`config.mk`:
```
export PLATFORM = sky130hd
export DESIGN_NAME = circuit_breaker_fsm_top
export DESIGN_NICKNAME = d
export VERILOG_FILES = /design/src/hdl/cbf_pkg.sv /design/src/hdl/cbf_front.sv /design/src/hdl/cbf_queue.sv /design/src/hdl/cbf_back.sv /design/src/hdl/circuit_breaker_fsm_top.sv
export SDC_FILE = /design/constraint.sdc
export NUM_CORES = 2
export LEC_CHECK = 0
export ABC_AREA = 1
export BUFFER_PORTS_ARGS = -buffer_cell sky130_fd_sc_hd__buf_2
export CAP_MARGIN = 20
export CORE_AREA = 4 4 240 476
export CTS_CLUSTER_SIZE = 12
export DETAILED_ROUTE_END_ITERATION = 8
export DIE_AREA = 0 0 244 480
export PLACE_DENSITY = 0.66
export SETUP_SLACK_MARGIN = 0.02
export SYNTH_ARGS = -nofsm -noshare
export SYNTH_HDL_FRONTEND = slang
export SYNTH_HIERARCHICAL = 1
export SYNTH_SLANG_ARGS = --single-unit
```
`constraint.sdc`:
```
create_clock -name i_clk -period 10.3 [get_ports i_clk]
set_clock_uncertainty 0.1 [all_clocks]
set_input_delay 2.06 -clock i_clk [delete_from_list [all_inputs] [get_ports i_clk]]
set_output_delay 2.06 -clock i_clk [all_outputs]
set_load 0.02 [all_outputs]
```
`src/hdl/cbf_pkg.sv`:
```
// Shared types, constants and helpers for the circuit breaker block.
`timescale 1ns / 1ps

package cbf_pkg;

    localparam int unsigned QUEUE_DEPTH = 2;

    localparam int unsigned CMD_W      = 3;
    localparam int unsigned NOW_W      = 32;
    localparam int unsigned CNT_W      = 32;
    localparam int unsigned LIM_W      = 16;
    localparam int unsigned PCT_W      = 7;
    localparam int unsigned MODE_W     = 2;
    localparam int unsigned CFG_IDX_W  = 3;
    localparam int unsigned CFG_DATA_W = 32;
    // failures*100 and pct*total both fit in 39 bits
    localparam int unsigned PROD_W     = 39;

    localparam logic [CNT_W-1:0]  CNT_MAX   = '1;
    localparam logic [PROD_W-1:0] PCT_SCALE = PROD_W'(100);

    // Register reset values
    localparam logic [LIM_W-1:0] FAIL_LIMIT_RST    = LIM_W'(5);
    localparam logic [LIM_W-1:0] SUCCESS_LIMIT_RST = LIM_W'(2);
    localparam logic [NOW_W-1:0] OPEN_WAIT_RST     = NOW_W'(30000);
    localparam logic             RATE_MODE_RST     = 1'b0;
    localparam logic [LIM_W-1:0] MIN_VOLUME_RST    = LIM_W'(10);
    localparam logic [PCT_W-1:0] RATE_PCT_RST      = PCT_W'(50);

    typedef enum logic [CMD_W-1:0] {
        CMD_CHECK       = 3'd0,
        CMD_SUCCESS     = 3'd1,
        CMD_FAILURE     = 3'd2,
        CMD_TIMEOUT     = 3'd3,
        CMD_TRIP        = 3'd4,
        CMD_RESET       = 3'd5,
        CMD_FORCE_CLOSE = 3'd6,
        CMD_FORCE_OPEN  = 3'd7
    } t_cmd;

    typedef enum logic [CFG_IDX_W-1:0] {
        CFG_FAIL_LIMIT    = 3'd0,
        CFG_SUCCESS_LIMIT = 3'd1,
        CFG_OPEN_WAIT     = 3'd2,
        CFG_RATE_MODE     = 3'd3,
        CFG_MIN_VOLUME    = 3'd4,
        CFG_RATE_PCT      = 3'd5
    } t_cfg_idx;

    // External mode codes
    localparam logic [MODE_W-1:0] MODE_CODE_CLOSED = 2'd0;
    localparam logic [MODE_W-1:0] MODE_CODE_OPEN   = 2'd1;
    localparam logic [MODE_W-1:0] MODE_CODE_HALF   = 2'd2;

    typedef enum logic [2:0] {
        MODE_CLOSED = 3'b001,
        MODE_OPEN   = 3'b010,
        MODE_HALF   = 3'b100
    } t_mode;

    // Classified event, one flag per command
    typedef struct packed {
        logic is_check;
        logic is_success;
        logic is_failure;
        logic is_timeout;
        logic is_trip;
        logic is_reset;
        logic is_force_close;
        logic is_force_open;
    } t_op;

    typedef struct packed {
        t_op              op;
        logic [NOW_W-1:0] now_ms;
    } t_item;

    typedef struct packed {
        logic             allowed;
        logic [MODE_W-1:0] mode_now;
        logic [MODE_W-1:0] mode_before;
        logic             changed;
        logic [CNT_W-1:0] total_count;
        logic [CNT_W-1:0] success_count;
        logic [CNT_W-1:0] failure_count;
        logic [CNT_W-1:0] timeout_count;
        logic [CNT_W-1:0] rejected_count;
        logic [CNT_W-1:0] trip_count;
    } t_result;

    function automatic logic [CNT_W-1:0] sat_inc(input logic [CNT_W-1:0] v);
        return (v == CNT_MAX) ? v : v + CNT_W'(1);
    endfunction

    function automatic logic [MODE_W-1:0] mode_code(input t_mode m);
        logic [MODE_W-1:0] c;
        unique case (m)
            MODE_CLOSED: c = MODE_CODE_CLOSED;
            MODE_OPEN:   c = MODE_CODE_OPEN;
            MODE_HALF:   c = MODE_CODE_HALF;
            default:     c = MODE_CODE_CLOSED;
        endcase
        return c;
    endfunction

endpackage

```
`src/hdl/cbf_front.sv`:
```
// Front end: input handshake and command classification into the queue.
`timescale 1ns / 1ps

module cbf_front (
    input  logic                      i_valid,
    output logic                      o_ready,
    input  logic [cbf_pkg::CMD_W-1:0] i_cmd,
    input  logic [cbf_pkg::NOW_W-1:0] i_now_ms,
    input  logic                      i_q_full,
    output logic                      o_push,
    output cbf_pkg::t_item            o_item
);
    import cbf_pkg::*;

    t_op w_op;

    always_comb begin
        w_op = '0;
        unique case (t_cmd'(i_cmd))
            CMD_CHECK:       w_op.is_check       = 1'b1;
            CMD_SUCCESS:     w_op.is_success     = 1'b1;
            CMD_FAILURE:     w_op.is_failure     = 1'b1;
            // a timeout also counts as a failure
            CMD_TIMEOUT: begin
                w_op.is_failure = 1'b1;
                w_op.is_timeout = 1'b1;
            end
            CMD_TRIP:        w_op.is_trip        = 1'b1;
            CMD_RESET:       w_op.is_reset       = 1'b1;
            CMD_FORCE_CLOSE: w_op.is_force_close = 1'b1;
            CMD_FORCE_OPEN:  w_op.is_force_open  = 1'b1;
            default:         w_op.is_force_open  = 1'b1;
        endcase
    end

    assign o_ready       = !i_q_full;
    assign o_push        = i_valid && !i_q_full;
    assign o_item.op     = w_op;
    assign o_item.now_ms = i_now_ms;

endmodule

```
`src/hdl/cbf_queue.sv`:
```
// Small FIFO between the classifier and the execution stage.
`timescale 1ns / 1ps

module cbf_queue #(
    parameter int unsigned DEPTH = cbf_pkg::QUEUE_DEPTH
) (
    input  logic           i_clk,
    input  logic           i_rst_n,
    input  logic           i_push,
    input  cbf_pkg::t_item i_item,
    output logic           o_full,
    output logic           o_valid,
    output cbf_pkg::t_item o_item,
    input  logic           i_pop
);
    import cbf_pkg::*;

    localparam int unsigned PTR_W = (DEPTH > 1) ? $clog2(DEPTH) : 1;
    localparam int unsigned CNT_W = $clog2(DEPTH + 1);
    localparam logic [PTR_W-1:0] LAST_PTR = PTR_W'(DEPTH - 1);
    localparam logic [CNT_W-1:0] FULL_CNT = CNT_W'(DEPTH);

    t_item            r_mem [DEPTH];
    logic [PTR_W-1:0] r_wr_ptr, n_wr_ptr;
    logic [PTR_W-1:0] r_rd_ptr, n_rd_ptr;
    logic [CNT_W-1:0] r_count,  n_count;

    assign o_full  = (r_count == FULL_CNT);
    assign o_valid = (r_count != '0);
    assign o_item  = r_mem[r_rd_ptr];

    always_comb begin
        n_wr_ptr = r_wr_ptr;
        n_rd_ptr = r_rd_ptr;
        n_count  = r_count;
        if (i_push) begin
            n_wr_ptr = (r_wr_ptr == LAST_PTR) ? '0 : r_wr_ptr + PTR_W'(1);
        end
        if (i_pop) begin
            n_rd_ptr = (r_rd_ptr == LAST_PTR) ? '0 : r_rd_ptr + PTR_W'(1);
        end
        if (i_push && !i_pop) begin
            n_count = r_count + CNT_W'(1);
        end else if (!i_push && i_pop) begin
            n_count = r_count - CNT_W'(1);
        end
    end

    always_ff @(posedge i_clk) begin
        if (!i_rst_n) begin
            r_wr_ptr <= '0;
            r_rd_ptr <= '0;
            r_count  <= '0;
        end else begin
            r_wr_ptr <= n_wr_ptr;
            r_rd_ptr <= n_rd_ptr;
            r_count  <= n_count;
        end
    end

    always_ff @(posedge i_clk) begin
        if (i_push) begin
            r_mem[r_wr_ptr] <= i_item;
        end
    end

endmodule

```
`src/hdl/cbf_back.sv`:
```
// Execution stage: breaker state, statistics, registers and result register.
`timescale 1ns / 1ps

module cbf_back (
    input  logic                           i_clk,
    input  logic                           i_rst_n,
    input  logic                           i_cfg_we,
    input  logic [cbf_pkg::CFG_IDX_W-1:0]  i_cfg_idx,
    input  logic [cbf_pkg::CFG_DATA_W-1:0] i_cfg_data,
    input  logic                           i_valid,
    input  cbf_pkg::t_item                 i_item,
    output logic                           o_pop,
    output logic                           o_res_valid,
    input  logic                           i_res_ready,
    output cbf_pkg::t_result               o_res
);
    import cbf_pkg::*;

    // registers
    logic [LIM_W-1:0] r_fail_limit;
    logic [LIM_W-1:0] r_success_limit;
    logic [NOW_W-1:0] r_open_wait;
    logic             r_rate_mode;
    logic [LIM_W-1:0] r_min_volume;
    logic [PCT_W-1:0] r_rate_pct;

    // breaker state
    t_mode            r_mode,        n_mode;
    logic [CNT_W-1:0] r_fail_run,    n_fail_run;
    logic [CNT_W-1:0] r_success_run, n_success_run;
    logic [NOW_W-1:0] r_opened,      n_opened;
    logic [CNT_W-1:0] r_total,       n_total;
    logic [CNT_W-1:0] r_success,     n_success;
    logic [CNT_W-1:0] r_failure,     n_failure;
    logic [CNT_W-1:0] r_timeout,     n_timeout;
    logic [CNT_W-1:0] r_rejected,    n_rejected;
    logic [CNT_W-1:0] r_trips,       n_trips;
    // running products: failures*100 and rate_pct*total
    logic [PROD_W-1:0] r_fail_x100,  n_fail_x100;
    logic [PROD_W-1:0] r_pct_total,  n_pct_total;

    logic              r_res_valid;
    t_result           r_res;

    logic              w_step;
    logic              w_allowed;
    logic              w_changed;
    logic              w_trip_hit;
    logic [NOW_W-1:0]  w_elapsed;
    logic [PROD_W-1:0] w_pct_prod;
    t_op               w_op;

    assign w_op      = i_item.op;
    assign w_step    = i_valid && (!r_res_valid || i_res_ready);
    assign o_pop     = w_step;
    assign w_elapsed = i_item.now_ms - r_opened;

    // rebuild rate_pct*total when rate_pct is rewritten
    assign w_pct_prod = {{(PROD_W-PCT_W){1'b0}}, i_cfg_data[PCT_W-1:0]}
                      * {{(PROD_W-CNT_W){1'b0}}, r_total};

    always_comb begin
        n_mode        = r_mode;
        n_fail_run    = r_fail_run;
        n_success_run = r_success_run;
        n_opened      = r_opened;
        n_total       = r_total;
        n_success     = r_success;
        n_failure     = r_failure;
        n_timeout     = r_timeout;
        n_rejected    = r_rejected;
        n_trips       = r_trips;
        n_fail_x100   = r_fail_x100;
        n_pct_total   = r_pct_total;
        w_allowed     = 1'b0;
        w_changed     = 1'b0;
        w_trip_hit    = 1'b0;

        if (w_op.is_check) begin
            if (r_mode == MODE_OPEN) begin
                if (w_elapsed >= r_open_wait) begin
                    n_mode        = MODE_HALF;
                    n_success_run = '0;
                    w_changed     = 1'b1;
                    w_allowed     = 1'b1;
                end else begin
                    n_rejected = sat_inc(r_rejected);
                end
            end else begin
                w_allowed = 1'b1;
            end
        end else if (w_op.is_success) begin
            n_total       = sat_inc(r_total);
            n_success     = sat_inc(r_success);
            n_pct_total   = (r_total == CNT_MAX) ? r_pct_total
                          : r_pct_total + {{(PROD_W-PCT_W){1'b0}}, r_rate_pct};
            n_fail_run    = '0;
            n_success_run = sat_inc(r_success_run);
            if (r_mode == MODE_HALF &&
                n_success_run >= {{(CNT_W-LIM_W){1'b0}}, r_success_limit}) begin
                n_mode    = MODE_CLOSED;
                w_changed = 1'b1;
            end
        end else if (w_op.is_failure) begin
            if (w_op.is_timeout) begin
                n_timeout = sat_inc(r_timeout);
            end
            n_total       = sat_inc(r_total);
            n_failure     = sat_inc(r_failure);
            n_fail_x100   = (r_failure == CNT_MAX) ? r_fail_x100 : r_fail_x100 + PCT_SCALE;
            n_pct_total   = (r_total == CNT_MAX) ? r_pct_total
                          : r_pct_total + {{(PROD_W-PCT_W){1'b0}}, r_rate_pct};
            n_success_run = '0;
            n_fail_run    = sat_inc(r_fail_run);
            if (r_rate_mode) begin
                w_trip_hit = (n_total >= {{(CNT_W-LIM_W){1'b0}}, r_min_volume})
                          && (n_fail_x100 >= n_pct_total);
            end else begin
                w_trip_hit = n_fail_run >= {{(CNT_W-LIM_W){1'b0}}, r_fail_limit};
            end
            // a failure in half-open reopens even without a trip
            if (w_trip_hit || r_mode == MODE_HALF) begin
                n_mode    = MODE_OPEN;
                n_opened  = i_item.now_ms;
                w_changed = (r_mode != MODE_OPEN);
            end
            if (w_trip_hit) begin
                n_trips = sat_inc(r_trips);
            end
        end else if (w_op.is_trip) begin
            n_mode    = MODE_OPEN;
            n_opened  = i_item.now_ms;
            n_trips   = sat_inc(r_trips);
            w_changed = (r_mode != MODE_OPEN);
        end else if (w_op.is_reset) begin
            // opened time is kept
            n_mode        = MODE_CLOSED;
            w_changed     = (r_mode != MODE_CLOSED);
            n_fail_run    = '0;
            n_success_run = '0;
            n_total       = '0;
            n_success     = '0;
            n_failure     = '0;
            n_timeout     = '0;
            n_rejected    = '0;
            n_trips       = '0;
            n_fail_x100   = '0;
            n_pct_total   = '0;
        end else if (w_op.is_force_close) begin
            n_mode        = MODE_CLOSED;
            n_fail_run    = '0;
            n_success_run = '0;
        end else begin
            n_mode   = MODE_OPEN;
            n_opened = i_item.now_ms;
        end
    end

    always_ff @(posedge i_clk) begin
        if (!i_rst_n) begin
            r_fail_limit    <= FAIL_LIMIT_RST;
            r_success_limit <= SUCCESS_LIMIT_RST;
            r_open_wait     <= OPEN_WAIT_RST;
            r_rate_mode     <= RATE_MODE_RST;
            r_min_volume    <= MIN_VOLUME_RST;
            r_rate_pct      <= RATE_PCT_RST;
            r_mode          <= MODE_CLOSED;
            r_fail_run      <= '0;
            r_success_run   <= '0;
            r_opened        <= '0;
            r_total         <= '0;
            r_success       <= '0;
            r_failure       <= '0;
            r_timeout       <= '0;
            r_rejected      <= '0;
            r_trips         <= '0;
            r_fail_x100     <= '0;
            r_pct_total     <= '0;
            r_res_valid     <= 1'b0;
        end else begin
            if (i_cfg_we) begin
                case (t_cfg_idx'(i_cfg_idx))
                    CFG_FAIL_LIMIT:    r_fail_limit    <= i_cfg_data[LIM_W-1:0];
                    CFG_SUCCESS_LIMIT: r_success_limit <= i_cfg_data[LIM_W-1:0];
                    CFG_OPEN_WAIT:     r_open_wait     <= i_cfg_data[NOW_W-1:0];
                    CFG_RATE_MODE:     r_rate_mode     <= i_cfg_data[0];
                    CFG_MIN_VOLUME:    r_min_volume    <= i_cfg_data[LIM_W-1:0];
                    CFG_RATE_PCT:      r_rate_pct      <= i_cfg_data[PCT_W-1:0];
                    default: ;
                endcase
            end
            if (w_step) begin
                r_mode        <= n_mode;
                r_fail_run    <= n_fail_run;
                r_success_run <= n_success_run;
                r_opened      <= n_opened;
                r_total       <= n_total;
                r_success     <= n_success;
                r_failure     <= n_failure;
                r_timeout     <= n_timeout;
                r_rejected    <= n_rejected;
                r_trips       <= n_trips;
                r_fail_x100   <= n_fail_x100;
            end
            // writes must come only while idle; the block does not enforce it, and a rate_pct write wins
            if (i_cfg_we && t_cfg_idx'(i_cfg_idx) == CFG_RATE_PCT) begin
                r_pct_total <= w_pct_prod;
            end else if (w_step) begin
                r_pct_total <= n_pct_total;
            end
            if (w_step) begin
                r_res_valid <= 1'b1;
            end else if (i_res_ready) begin
                r_res_valid <= 1'b0;
            end
        end
    end

    always_ff @(posedge i_clk) begin
        if (w_step) begin
            r_res.allowed        <= w_allowed;
            r_res.mode_now       <= mode_code(n_mode);
            r_res.mode_before    <= mode_code(r_mode);
            r_res.changed        <= w_changed;
            r_res.total_count    <= n_total;
            r_res.success_count  <= n_success;
            r_res.failure_count  <= n_failure;
            r_res.timeout_count  <= n_timeout;
            r_res.rejected_count <= n_rejected;
            r_res.trip_count     <= n_trips;
        end
    end

    assign o_res_valid = r_res_valid;
    assign o_res       = r_res;

endmodule

```
`src/hdl/circuit_breaker_fsm_top.sv`:
```
// Top level of the three-state circuit breaker.
`timescale 1ns / 1ps
//
//  Channel   Direction  Handshake                 Payload
//  --------  ---------  ------------------------  -------------------------------------
//  in        input      i_in_valid / o_in_ready   i_cmd, i_now_ms
//  out       output     o_out_valid / i_out_ready o_allowed .. o_trip_count
//  cfg       input      i_cfg_we (no stall)       i_cfg_idx, i_cfg_data
//
//  One transaction per cycle sustained while the output is not stalled; an accepted input
//  is written into the queue, and the execution step then registers its result.
//  The execution stage closes its state loop through its own registers, which sets the rate.
//  Synchronous active-low reset restores register defaults, closes the breaker and
//  clears all statistics. A stalled output holds its result; the queue absorbs
//  inputs and drops o_in_ready only when it is full.
//
//  The failure-rate test keeps failures*100 and rate_pct*total as running sums,
//  so the trip decision is an add and a compare; rate_pct writes rebuild the
//  second product once.

module circuit_breaker_fsm_top #(
    parameter int unsigned QUEUE_DEPTH = cbf_pkg::QUEUE_DEPTH
) (
    input  logic                           i_clk,
    input  logic                           i_rst_n,
    // configuration
    input  logic                           i_cfg_we,
    input  logic [cbf_pkg::CFG_IDX_W-1:0]  i_cfg_idx,
    input  logic [cbf_pkg::CFG_DATA_W-1:0] i_cfg_data,
    // input events
    input  logic                           i_in_valid,
    output logic                           o_in_ready,
    input  logic [cbf_pkg::CMD_W-1:0]      i_cmd,
    input  logic [cbf_pkg::NOW_W-1:0]      i_now_ms,
    // results
    output logic                           o_out_valid,
    input  logic                           i_out_ready,
    output logic                           o_allowed,
    output logic [cbf_pkg::MODE_W-1:0]     o_mode_now,
    output logic [cbf_pkg::MODE_W-1:0]     o_mode_before,
    output logic                           o_changed,
    output logic [cbf_pkg::CNT_W-1:0]      o_total_count,
    output logic [cbf_pkg::CNT_W-1:0]      o_success_count,
    output logic [cbf_pkg::CNT_W-1:0]      o_failure_count,
    output logic [cbf_pkg::CNT_W-1:0]      o_timeout_count,
    output logic [cbf_pkg::CNT_W-1:0]      o_rejected_count,
    output logic [cbf_pkg::CNT_W-1:0]      o_trip_count
);
    import cbf_pkg::*;

    logic    w_q_full;
    logic    w_push;
    t_item   w_push_item;
    logic    w_q_valid;
    t_item   w_q_item;
    logic    w_pop;
    t_result w_res;

    // classify the event and hand it to the queue
    cbf_front u_front (
        .i_valid  (i_in_valid),
        .o_ready  (o_in_ready),
        .i_cmd    (i_cmd),
        .i_now_ms (i_now_ms),
        .i_q_full (w_q_full),
        .o_push   (w_push),
        .o_item   (w_push_item)
    );

    cbf_queue #(
        .DEPTH (QUEUE_DEPTH)
    ) u_queue (
        .i_clk   (i_clk),
        .i_rst_n (i_rst_n),
        .i_push  (w_push),
        .i_item  (w_push_item),
        .o_full  (w_q_full),
        .o_valid (w_q_valid),
        .o_item  (w_q_item),
        .i_pop   (w_pop)
    );

    // breaker state, stats and the output register
    cbf_back u_back (
        .i_clk       (i_clk),
        .i_rst_n     (i_rst_n),
        .i_cfg_we    (i_cfg_we),
        .i_cfg_idx   (i_cfg_idx),
        .i_cfg_data  (i_cfg_data),
        .i_valid     (w_q_valid),
        .i_item      (w_q_item),
        .o_pop       (w_pop),
        .o_res_valid (o_out_valid),
        .i_res_ready (i_out_ready),
        .o_res       (w_res)
    );

    assign o_allowed        = w_res.allowed;
    assign o_mode_now       = w_res.mode_now;
    assign o_mode_before    = w_res.mode_before;
    assign o_changed        = w_res.changed;
    assign o_total_count    = w_res.total_count;
    assign o_success_count  = w_res.success_count;
    assign o_failure_count  = w_res.failure_count;
    assign o_timeout_count  = w_res.timeout_count;
    assign o_rejected_count = w_res.rejected_count;
    assign o_trip_count     = w_res.trip_count;

endmodule

```
==> metrics.md <==
| Metric | Value |
|---|---|
| Status | completed |
| Unrepaired setup endpoints after global routing | no |
| Worst path slowest cell | nor2_1 |
| Commonest non-fill, non-tap cell in the layout | nand2_1 |
| Worst-Skew Late Latency | 0.70 ns |
| Router iterations before antenna repair | 7 |
| Fin. Hold Viols | 0 |
| Die width | 244 um |
| Logic pwr share | 48.6% |
| Drt wl/cell | 19.7 um |
| Core ar. | 111000 um2 |
| Relative slew slack | 26.3% |
| CTS tree | done |
| Max clock buf depth | 3 |
| Die height | 480 um |
| Post-CTS Setup Repair Bufs | 0 |
| DR DRC count | 0 |
| Clock root buffer | clkbuf_16 |
| Final Critical Period | 8.24 ns |
| Synth Cell Area | 49400 um2 |
| Worst R2R End | u_back/r_rejected[27] |
| P per Cell Area | 285 nW/um2 |
| Std cell rows | 173 |
| Fin. max-slew vios | 0 |
| First-pass GRT wire length | 248 mm |
| I/O pins | 275 |
| Vias in the first global route | 45000 |
| Total Power | 15400 uW |
| Setup Total Neg Slack | 0 ns |
| Tightest Pin Transition | 1.11 ns |
| Post-route insts no fill | 8311 |
| Antenna viol nets, final | 0 |
| Syn. warnings | 6 |
| Reg2Reg Setup Slack | 2.06 ns |
| Max Cap Viol | 0 |
| Dpl cell area | 51600 um2 |
| GP Congestion | 1.04 |
| Initial Util | 44.6% |
| DR iter-0 viols | 3475 |
| CP endpoint | u_back/r_rejected[27] |
| Final wirelength | 163 mm |
| Sequential cell area | 17500 um2 |
| FF-to-FF path depth | 34 |
| Setup violators final | 0 |
| CTS Sinks | 737 |
| DP HPWL | 122 mm |
| DP Cell Count | 8168 |
| Via count | 46100 |
| Syn-to-layout area delta | 9.44% |
| VDD IR max | 0.000230 V |
| Worst-path clk slew | 0.06 ns |
| Worst-path fanout max | 36 |
| Critical Path Sink Type | flop |
| F_max | 121 MHz |
| Initial antenna violation count | 4 |
| Cts hold-fix bufs | 0 |
| Detailed-route vias per instance | 5.55 |
| Gr usage total | 26.9% |
| Largest net degree at the start of global routing | 108 |
| Max stage delay on crit path | 0.71 ns |
| CP Data Required Time | 10.78 ns |
| Fraction of layout cells with a size suffix above 1 | 7.72% |
| Post-synthesis area per instance | 7.39 um2 |
| Most frequent cells in the layout | 1419 x nand2_1, 998 x inv_1, 569 x a21oi_1 |
| WP data arrival | 8.72 ns |
| CTS Buf Count | 77 |
| Area of the multi-input gates | 26700 um2 |
| H-Tree Depth | 3 |
| Int Power | 8120 uW |
| Leak | 0.0241 uW |
| Port bufs | 274 |
| Syn Nets | 7123 |
| Final Net Count | 7198 |
| Global route overflow | 0 |
| Fillers | 11200 |
| Fin crit share | 80.0% |
| Post_cts resized | 0 |
| Hold Path Class | reg2reg |
| WS Path Type | reg2reg |
| CP startpoint kind | flop |
| Syn Inst Count | 6685 |
| Switching Share | 47.3% |
| Clock share of power | 18.0% |
| Flop pwr share | 33.4% |
| DIE AREA | 117000 um2 |
| Final Cell Area | 54100 um2 |
| Switching power | 7300 uW |
through the flow:
step | hold slack, ns | setup slack, ns | util (%)
3_5_place_dp | 0.349 | 1.96 | 46.6
6_report | 0.353 | 2.06 | 48.8
5_1_grt | 0.371 | 1.50 | 48.8
2_1_floorplan | 0.327 | 0.779 | -
4_1_cts | 0.358 | 2.09 | 48.8
3_3_place_gp | 0.340 | 2.05 | 46.6
routing by layer:
layer / vias to the layer above / global-route usage [%] / part of all wire, %
li1: 22200 / - / -
met1: 21600 / 26.8 / 35
met2: 1732 / 51.0 / 52
met3: 564 / 3.79 / 5.6
met4: 6 / 18.4 / 7.7
met5: - / 0 / 0.023
power by group through the flow:
stage	sequential [uW]	combinational, uW	clock (uW)
floorplan	5450	4860	0
global placement	5160	7290	0
detailed placement	5170	7450	0
CTS	5110	7470	2850
global route	5230	8360	2950
finish	5140	7490	2780
layout make-up:
cell class | instances | share of cell area (%)
Timing Repair Buffer | 326 | 3.27
Tap cell | 1487 | 3.44
Inverter | 1011 | 7.04
Clock inverter | 22 | 0.433
Multi-Input combinational cell | 4607 | 49.4
Sequential cell | 737 | 32.4
Antenna cell | 1 | 0.00463
Clock buffer | 120 | 4.05
worst max-delay path: cells and delay by family (launching register included):
| kind | cells | cell delay (ns) |
|---|---|---|
| AO/OA/AOI/OAI | 13 | 3.20 |
| AND/OR/NAND/NOR | 12 | 2.30 |
| XOR/XNOR | 1 | 0.18 |
| adder cells (fa/ha/maj) | 2 | 0.66 |
| buffers and inverters | 5 | 0.93 |
| flip-flops | 1 | 0.36 |
| multiplexers | 1 | 0.41 |
sequential cells by signal (all words and copies together) (netlist names), 32 cells and up, named ones only:
name,count
u_queue/r_mem,78
u_back/r_total,32
u_back/r_pct_total,39
u_back/r_success,32
u_back/r_trips,32
u_back/r_success_run,32
u_back/r_failure,32
u_back/r_fail_run,32
u_back/r_rejected,32
u_back/r_fail_x100,37
u_back/o_res,198
u_back/r_open_wait,32
u_back/r_timeout,32
u_back/r_opened,32
worst min path at each step:
stage	slack (ns)	from	to	cells after the start
floorplan	0.33	u_back/r_opened[0]	u_back/r_opened[0]	2
global placement	0.34	u_back/r_opened[0]	u_back/r_opened[0]	2
detailed placement	0.35	u_back/r_opened[0]	u_back/r_opened[0]	2
CTS	0.36	u_back/r_opened[0]	u_back/r_opened[0]	2
global route	0.37	u_back/r_opened[7]	u_back/r_opened[7]	2
finish	0.35	u_back/r_opened[0]	u_back/r_opened[0]	2
No activity file was read; power rests on OpenSTA's default activity.
